`config.mk`:
```
export PLATFORM = sky130hd
export DESIGN_NAME = lru_order_list
export DESIGN_NICKNAME = d
export VERILOG_FILES = /design/src/rtl/core/lru_pkg.sv /design/src/rtl/core/lru_ram.sv /design/src/rtl/core/lru_order_list.sv
export SDC_FILE = /design/constraint.sdc
export NUM_CORES = 2
export LEC_CHECK = 0
export BUFFER_PORTS_ARGS = -buffer_cell sky130_fd_sc_hd__clkbuf_2
export CAP_MARGIN = 0
export CORE_ASPECT_RATIO = 0.75
export CORE_MARGIN = 2
export CORE_UTILIZATION = 45
export CTS_BUF_LIST = sky130_fd_sc_hd__clkbuf_16
export CTS_CLUSTER_DIAMETER = 40
export DETAILED_ROUTE_END_ITERATION = 10
export PLACE_DENSITY = 0.62
export SETUP_SLACK_MARGIN = 0.2
export SLEW_MARGIN = 5
export SYNTH_ARGS = -nofsm -noshare
export SYNTH_HDL_FRONTEND = slang
export SYNTH_SLANG_ARGS = --single-unit
```
`constraint.sdc`:
```
create_clock -name clk_i -period 5.4 [get_ports clk_i]
set_input_delay 0.27 -clock clk_i [delete_from_list [all_inputs] [get_ports clk_i]]
set_output_delay 0.27 -clock clk_i [all_outputs]
set_load 0.03 [all_outputs]
```
`src/rtl/core/lru_pkg.sv`:
```
package lru_pkg;

  // Operation codes carried in the input beat's tuser.
  typedef enum logic [1:0] {
    OP_LINK   = 2'd0,
    OP_UNLINK = 2'd1,
    OP_MOVE   = 2'd2,
    OP_POP    = 2'd3
  } op_e;

  // Width of the operation code on the input tuser.
  localparam int unsigned OpW = 2;

  // Width of the status flags on the output tuser.
  localparam int unsigned FlagW = 2;

endpackage

```
`src/rtl/core/lru_ram.sv`:
```
module lru_ram #(
  parameter int unsigned WIDTH = 8,
  parameter int unsigned DEPTH = 64,
  localparam int unsigned AW = (DEPTH > 1) ? $clog2(DEPTH) : 1
) (
  input  logic             clk_i,
  input  logic             we_i,
  input  logic [AW-1:0]    waddr_i,
  input  logic [WIDTH-1:0] wdata_i,
  input  logic [AW-1:0]    raddr_i,
  output logic [WIDTH-1:0] rdata_o
);

  logic [WIDTH-1:0] mem_q [DEPTH];
  logic [WIDTH-1:0] rdata_q;

  // One write port and one read port; read data is registered.
  always_ff @(posedge clk_i) begin
    if (we_i) begin
      mem_q[waddr_i] <= wdata_i;
    end
    rdata_q <= mem_q[raddr_i];
  end

  assign rdata_o = rdata_q;

endmodule

```
`src/rtl/core/lru_order_list.sv`:
```
// Recency list over SLOTS slots, kept as a doubly linked list in two link
// memories (previous and next) plus a membership memory, with head (most
// recent), tail (least recent) and entry count in registers. Each input beat
// carries an operation in tuser (link at front, unlink, move to front, pop
// tail) and a slot in tdata; each produces exactly one output beat with the
// victim slot, its valid flag, the entry count after the operation and a
// rejected flag. Linking a slot that is already in the list, or unlinking or
// moving one that is not (or a slot index not below SLOTS), is rejected and
// changes nothing. After reset the block clears the membership memory one
// entry per cycle and holds s_axis_tready low until done. One item is worked
// on at a time: a look step reads the slot's links and writes back; a link
// into a non-empty list then points the old head back at the slot, and a
// move of a non-head slot puts it at the front, then points the old head back
// at it. Steps follow from the registered read and single write port of the
// link memories; a move writes the previous-link memory up to three times. A
// finished result can wait in the output register while the next beat is taken.
module lru_order_list #(
  parameter int unsigned SLOTS = 64,
  localparam int unsigned SLOT_W = $clog2(SLOTS),
  localparam int unsigned LINK_W = $clog2(SLOTS + 1),
  localparam int unsigned IN_W   = ((SLOT_W + 7) / 8) * 8,
  localparam int unsigned OUT_W  = ((SLOT_W + LINK_W + 7) / 8) * 8
) (
  input  logic                       clk_i,
  input  logic                       rst_ni,
  input  logic                       s_axis_tvalid,
  output logic                       s_axis_tready,
  // Fields from bit 0: slot.
  input  logic [IN_W-1:0]            s_axis_tdata,
  // Fields from bit 0: op.
  input  logic [lru_pkg::OpW-1:0]    s_axis_tuser,
  output logic                       m_axis_tvalid,
  input  logic                       m_axis_tready,
  // Fields from bit 0: victim_slot, entry_count.
  output logic [OUT_W-1:0]           m_axis_tdata,
  // Fields from bit 0: victim_valid, rejected.
  output logic [lru_pkg::FlagW-1:0]  m_axis_tuser
);

  import lru_pkg::*;

  localparam logic [LINK_W-1:0] NONE = LINK_W'(SLOTS);
  localparam logic [SLOT_W-1:0] LAST_SLOT = SLOT_W'(SLOTS - 1);

  typedef enum logic [2:0] {
    ST_CLEAR,
    ST_IDLE,
    ST_LOOK,
    ST_WR2,
    ST_WR3,
    ST_FIN
  } state_e;

  state_e state_q, state_d;

  logic [SLOT_W-1:0] clr_q, clr_d;
  op_e               op_q, op_d;
  logic [SLOT_W-1:0] s_q, s_d;
  logic              rng_q, rng_d;
  logic [LINK_W-1:0] head_q, head_d;
  logic [LINK_W-1:0] tail_q, tail_d;
  logic [LINK_W-1:0] cnt_q, cnt_d;
  logic [LINK_W-1:0] hd_old_q, hd_old_d;

  // Result of the item at work.
  logic [SLOT_W-1:0] rv_slot_q, rv_slot_d;
  logic              rv_valid_q, rv_valid_d;
  logic [LINK_W-1:0] rv_cnt_q, rv_cnt_d;
  logic              rv_rej_q, rv_rej_d;

  // Output register.
  logic              m_valid_q, m_valid_d;
  logic [SLOT_W-1:0] mo_slot_q, mo_slot_d;
  logic              mo_vvalid_q, mo_vvalid_d;
  logic [LINK_W-1:0] mo_cnt_q, mo_cnt_d;
  logic              mo_rej_q, mo_rej_d;

  // Memory ports.
  logic              pw_en, nw_en, mw_en;
  logic [SLOT_W-1:0] pw_addr, nw_addr, mw_addr;
  logic [LINK_W-1:0] pw_data, nw_data;
  logic              mw_data;
  logic [SLOT_W-1:0] rd_addr;
  logic [LINK_W-1:0] p_r, n_r;
  logic              mem_r;

  op_e               in_op;
  logic [SLOT_W-1:0] in_slot;
  logic              in_range;
  logic              p_ex, n_ex, hd_ex, tl_ex;
  logic [LINK_W-1:0] s_link;
  logic              last, out_free, out_ld, accept;

  // Input beat decode and the read address of the item being taken.
  assign in_op    = op_e'(s_axis_tuser);
  assign in_slot  = s_axis_tdata[SLOT_W-1:0];
  assign in_range = LINK_W'(in_slot) < NONE;
  assign rd_addr  = (in_op == OP_POP) ? tail_q[SLOT_W-1:0] : in_slot;
  assign accept   = s_axis_tvalid && (state_q == ST_IDLE);

  assign s_axis_tready = (state_q == ST_IDLE);

  // Link and membership stores.
  lru_ram #(.WIDTH(LINK_W), .DEPTH(SLOTS)) u_prev (
    .clk_i  (clk_i),
    .we_i   (pw_en),
    .waddr_i(pw_addr),
    .wdata_i(pw_data),
    .raddr_i(rd_addr),
    .rdata_o(p_r)
  );

  lru_ram #(.WIDTH(LINK_W), .DEPTH(SLOTS)) u_next (
    .clk_i  (clk_i),
    .we_i   (nw_en),
    .waddr_i(nw_addr),
    .wdata_i(nw_data),
    .raddr_i(rd_addr),
    .rdata_o(n_r)
  );

  lru_ram #(.WIDTH(1), .DEPTH(SLOTS)) u_member (
    .clk_i  (clk_i),
    .we_i   (mw_en),
    .waddr_i(mw_addr),
    .wdata_i(mw_data),
    .raddr_i(rd_addr),
    .rdata_o(mem_r)
  );

  assign p_ex     = (p_r != NONE);
  assign n_ex     = (n_r != NONE);
  assign hd_ex    = (head_q != NONE);
  assign tl_ex    = (tail_q != NONE);
  assign s_link   = LINK_W'(s_q);
  assign out_free = !m_valid_q || m_axis_tready;

  // Sequencer: read the slot's links, then write back the neighbors' links.
  always_comb begin
    state_d    = state_q;
    clr_d      = clr_q;
    op_d       = op_q;
    s_d        = s_q;
    rng_d      = rng_q;
    head_d     = head_q;
    tail_d     = tail_q;
    cnt_d      = cnt_q;
    hd_old_d   = hd_old_q;
    rv_slot_d  = rv_slot_q;
    rv_valid_d = rv_valid_q;
    rv_cnt_d   = rv_cnt_q;
    rv_rej_d   = rv_rej_q;
    pw_en      = 1'b0;
    pw_addr    = s_q;
    pw_data    = NONE;
    nw_en      = 1'b0;
    nw_addr    = s_q;
    nw_data    = NONE;
    mw_en      = 1'b0;
    mw_addr    = s_q;
    mw_data    = 1'b0;
    last       = 1'b0;
    out_ld     = 1'b0;

    unique case (state_q)
      ST_CLEAR: begin
        mw_en   = 1'b1;
        mw_addr = clr_q;
        mw_data = 1'b0;
        clr_d   = clr_q + SLOT_W'(1);
        if (clr_q == LAST_SLOT) begin
          state_d = ST_IDLE;
        end
      end

      ST_IDLE: begin
        if (accept) begin
          op_d    = in_op;
          s_d     = rd_addr;
          rng_d   = (in_op == OP_POP) || in_range;
          state_d = ST_LOOK;
        end
      end

      ST_LOOK: begin
        rv_slot_d  = '0;
        rv_valid_d = 1'b0;
        rv_rej_d   = 1'b0;
        last       = 1'b1;
        unique case (op_q)
          OP_POP: begin
            if (tl_ex) begin
              rv_slot_d  = s_q;
              rv_valid_d = 1'b1;
              if (p_ex) begin
                nw_en   = 1'b1;
                nw_addr = p_r[SLOT_W-1:0];
                nw_data = NONE;
              end else begin
                head_d = NONE;
              end
              tail_d  = p_r;
              mw_en   = 1'b1;
              mw_data = 1'b0;
              cnt_d   = cnt_q - LINK_W'(1);
            end
          end
          OP_LINK: begin
            if (!rng_q || mem_r) begin
              rv_rej_d = 1'b1;
            end else begin
              mw_en    = 1'b1;
              mw_data  = 1'b1;
              pw_en    = 1'b1;
              pw_data  = NONE;
              nw_en    = 1'b1;
              nw_data  = head_q;
              if (!hd_ex) begin
                tail_d = s_link;
              end
              head_d   = s_link;
              hd_old_d = head_q;
              cnt_d    = cnt_q + LINK_W'(1);
              if (hd_ex) begin
                last    = 1'b0;
                state_d = ST_WR3;
              end
            end
          end
          OP_UNLINK: begin
            if (!rng_q || !mem_r) begin
              rv_rej_d = 1'b1;
            end else begin
              if (p_ex) begin
                nw_en   = 1'b1;
                nw_addr = p_r[SLOT_W-1:0];
                nw_data = n_r;
              end else begin
                head_d = n_r;
              end
              if (n_ex) begin
                pw_en   = 1'b1;
                pw_addr = n_r[SLOT_W-1:0];
                pw_data = p_r;
              end else begin
                tail_d = p_r;
              end
              mw_en   = 1'b1;
              mw_data = 1'b0;
              cnt_d   = cnt_q - LINK_W'(1);
            end
          end
          OP_MOVE: begin
            if (!rng_q || !mem_r) begin
              rv_rej_d = 1'b1;
            end else if (head_q != s_link) begin
              // Not the head, so a previous slot exists.
              nw_en   = 1'b1;
              nw_addr = p_r[SLOT_W-1:0];
              nw_data = n_r;
              if (n_ex) begin
                pw_en   = 1'b1;
                pw_addr = n_r[SLOT_W-1:0];
                pw_data = p_r;
              end else begin
                tail_d = p_r;
              end
              head_d   = s_link;
              hd_old_d = head_q;
              last     = 1'b0;
              state_d  = ST_WR2;
            end
          end
        endcase
        rv_cnt_d = cnt_d;
      end

      ST_WR2: begin
        // Put the slot at the front.
        pw_en   = 1'b1;
        pw_data = NONE;
        nw_en   = 1'b1;
        nw_data = hd_old_q;
        state_d = ST_WR3;
      end

      ST_WR3: begin
        // The old head now points back to the slot.
        pw_en   = 1'b1;
        pw_addr = hd_old_q[SLOT_W-1:0];
        pw_data = s_link;
        last    = 1'b1;
      end

      ST_FIN: begin
        last = 1'b1;
      end
    endcase

    // Hand the result to the output register, or wait until it is free.
    if (last) begin
      if (out_free) begin
        out_ld  = 1'b1;
        state_d = ST_IDLE;
      end else begin
        state_d = ST_FIN;
      end
    end
  end

  // Output register.
  always_comb begin
    m_valid_d   = m_valid_q;
    mo_slot_d   = mo_slot_q;
    mo_vvalid_d = mo_vvalid_q;
    mo_cnt_d    = mo_cnt_q;
    mo_rej_d    = mo_rej_q;
    if (m_valid_q && m_axis_tready) begin
      m_valid_d = 1'b0;
    end
    if (out_ld) begin
      m_valid_d   = 1'b1;
      mo_slot_d   = rv_slot_d;
      mo_vvalid_d = rv_valid_d;
      mo_cnt_d    = rv_cnt_d;
      mo_rej_d    = rv_rej_d;
    end
  end

  // State and registered outputs.
  always_ff @(posedge clk_i or negedge rst_ni) begin
    if (!rst_ni) begin
      state_q     <= ST_CLEAR;
      clr_q       <= '0;
      op_q        <= OP_LINK;
      s_q         <= '0;
      rng_q       <= 1'b0;
      head_q      <= NONE;
      tail_q      <= NONE;
      cnt_q       <= '0;
      hd_old_q    <= NONE;
      rv_slot_q   <= '0;
      rv_valid_q  <= 1'b0;
      rv_cnt_q    <= '0;
      rv_rej_q    <= 1'b0;
      m_valid_q   <= 1'b0;
      mo_slot_q   <= '0;
      mo_vvalid_q <= 1'b0;
      mo_cnt_q    <= '0;
      mo_rej_q    <= 1'b0;
    end else begin
      state_q     <= state_d;
      clr_q       <= clr_d;
      op_q        <= op_d;
      s_q         <= s_d;
      rng_q       <= rng_d;
      head_q      <= head_d;
      tail_q      <= tail_d;
      cnt_q       <= cnt_d;
      hd_old_q    <= hd_old_d;
      rv_slot_q   <= rv_slot_d;
      rv_valid_q  <= rv_valid_d;
      rv_cnt_q    <= rv_cnt_d;
      rv_rej_q    <= rv_rej_d;
      m_valid_q   <= m_valid_d;
      mo_slot_q   <= mo_slot_d;
      mo_vvalid_q <= mo_vvalid_d;
      mo_cnt_q    <= mo_cnt_d;
      mo_rej_q    <= mo_rej_d;
    end
  end

  assign m_axis_tvalid = m_valid_q;
  assign m_axis_tdata  = OUT_W'({mo_cnt_q, mo_slot_q});
  assign m_axis_tuser  = {mo_rej_q, mo_vvalid_q};

endmodule

```
==> flow_summary.toml <==
[synthesis]
synth_cell_type_count = 98
syn_inst = 3532
async_flop_share_pct = 7.32
ys_seq_area_share_pct = 69.6
synth.avg_cell_area_um2 = 12.6
synth_top_area_cell = "edfxtp_1"
yosysWarnings = 0
ys_ff_latch = 1052
syn_area_um2 = 44600
synth_edf_count = 960
synth_area_leaders = "edfxtp_1, nand2_1, dfrtp_1, a31oi_1, a211oi_1"
synth_top_area_share_pct = 64.6
synth-main-ff-cell = "edfxtp_1"

[finish]
final_common_cell = "edfxtp_1"
finalNetCount = 3592
final_cell_mix = "edfxtp_1, nand2_1, a31oi_1"
drive_gt1_share_pct = 13.9
area_delta_synth_final_pct = 14.1

[global_route]
antenna_found_initial = 2
grt_overflow = 0
grt_pass1_vias = 27794
grt_max_degree = 112
grt_util_all_layers_pct = 23.2
grt_pass1_wl_mm = 179

[cts]
clk_latency_ps = 710
root_buffer = "clkbuf_16"
cts-buffers-inserted = 119
cts_max_level = 3
cts.sinks = 1052
clkSlewWorstSetupHoldPaths_ps = 60
ctsLongestPathBuffers = 3
cts_tree = "yes"
post_cts_resized = 0

[power]
vdd_drop_max_uv = 283
seqPwrFrac_pct = 49.4
pwr-share-clk_pct = 45.7
switching_share_pct = 22.4
p_leak_nw = 16.7
p_switching_w = 0.00400
combPwrFrac_pct = 4.9
p_int_w = 0.0139
powerDensity_nw_per_um2 = 351

[setup_path]
critPathKind = "reg2reg"
crit_path_end_kind = "register"
cp-start-kind = "register"
cp.required_ps = 5710
worstPathMaxFanout = 9
critPathArrivalTime_ps = 4820

[run_status]
status = "completed"

[timing]
fmax_mhz = 222
fin_tns_setup_ps = 0
tightest_slew_ps = 1200
setup_viol = 0
drv_slew = 0
fin_crit_ps = 4510
skew_ps = 22.0
fin_crit_sh_pct = 83.6
holdWs_ps = 134
rsz0062_at_grt = "false"
relSlewSlack_pct = 19.1
hold_viol_final = 0

[place]
place_hpwl_mm = 74.0
portBuffers = 28
place.gp.congestion = 0.902

[floorplanning]
initial_utilization_pct = 45.2
fp.dieH_um = 277
floorplan.rows = 100
die_x_um = 368
ios = 34
die-area_um2 = 102000
core_area_um2 = 98800

[routing]
wl_mm = 120
drc = 0
first_pass_iters = 6
dr_total_vias = 29605
postRouteAntennaNets = 0
initialDrtViolationCount = 3392
routedWlPerCell_um = 23.9
via_per_inst = 5.92

[run]
maxCapViolCount = 0

[hold_path]
hold_path_class = "in2reg"
## critical path: stages, from the launching register on
cell      delay, ps
dfrtp_1         380
clkinv_1        270
ha_1            320
or4b_1          720
a211oi_1        380
o22ai_1         200
a221oi_4        450
nand2_1         410
nor3_1          990
## cell type report
cell class	instances	area (µm²)
Clock inverter	99	873
Sequential cell	1052	31100
Antenna cell	2	5.00
Tap cell	1326	1660
Inverter	14	52.6
Multi-Input combinational cell	2187	12500
Timing Repair Buffer	197	1610
Fill cell	8402	47900
Clock buffer	126	3150
## path summary, 6_finish.rpt
kind                                 start                   to  slack (ps)  cells past startpoint
min in group asynchronous           rst_ni             cnt_q[2]         280                      2
hold reg to reg                   rv_rej_q             rv_rej_q         490                      1
max in group asynchronous           rst_ni          hd_old_q[0]        4460                      2
setup reg to reg                   op_q[0]  u_next.mem_q[50][3]         890                      8
setup / recovery                   op_q[0]  u_next.mem_q[50][3]         890                      8
hold / removal             s_axis_tdata[3]               s_q[3]         130                      3
## routing by layer
layer  global-route usage (%)  routed length, µm  up-vias
li1                         -                  -    13497
met1                     36.1              54900    14694
met2                     31.9              49900     1214
met3                     6.29              11900      196
met4                     5.91               2760        4
met5                    0.938                169        -
## state kept, by name (all words and copies together) (netlist names), 2 cells and up
signal / flops
u_next.mem_q: 448
u_prev.mem_q: 448
u_member.mem_q: 64
cnt_q: 7
hd_old_q: 7
head_q: 7
mo_cnt_q: 7
rv_cnt_q: 7
tail_q: 7
u_next.rdata_o: 7
u_prev.rdata_o: 7
clr_q: 6
mo_slot_q: 6
rv_slot_q: 6
s_q: 6
state_q: 3
op_q: 2
## timing repair
action | CTS | global route
hold buffers | 7 | 0
hold endpoints to repair | 81 | 0
setup buffers | 0 | 0
## synthesized netlist by cell type, types with 8 or more instances
cell and n:
nor4_1 19, a221oi_1 16, nand3b_1 8, a32o_1 18, dfxtp_1 15, mux2i_1 27
edfxtp_1 960, o21ai_0 70, nor2b_1 13, and2_1 8, nor2_1 131, a22oi_1 38
nor3_2 18, dfrtp_1 74, a22o_1 17, mux2_2 43, buf_2 31, a31oi_1 182
a21oi_1 37, nand4_1 36, buf_1 35, a211oi_1 130, a32oi_1 18, and3_1 135
nor3_1 71, nand2_1 770, nand2b_1 17, nand3_1 164, a311oi_1 44, clkbuf_1 199
a41o_1 14, inv_1 12, buf_4 10
## logic make-up after synthesis
family	after synthesis	share of synthesized area [%]
simple gates	1431	14.8
fa+ha+maj	7	0.196
other cells	1	0.00840
compound gates	665	10.8
flops	1052	69.6
xor+xnor	11	0.233
buf+inv	295	2.78
mux	70	1.69
## through the flow
stage	setup slack [ps]	util [%]	power, W	instances	instance area [µm²]
after floorplan	420	-	0.00952	3534	44700
after global placement	1120	47.3	0.00985	4768	46800
after detailed placement	1050	47.3	0.00985	4768	46800
after CTS	1030	51.5	0.0179	5000	50900
after global routing	651	51.5	0.0184	5002	50900
final	888	51.5	0.0179	5003	50900
## power groups by stage
stage	Clock, W	Combinational [W]	Sequential, W
final	0.00816	0.000878	0.00882
after global routing	0.00858	0.000954	0.00882
after CTS	0.00826	0.000868	0.00882
after detailed placement	0	0.000860	0.00899
after global placement	0	0.000855	0.00899
after floorplan	0	0.000552	0.00896
Power figures use the tool's default switching activity.
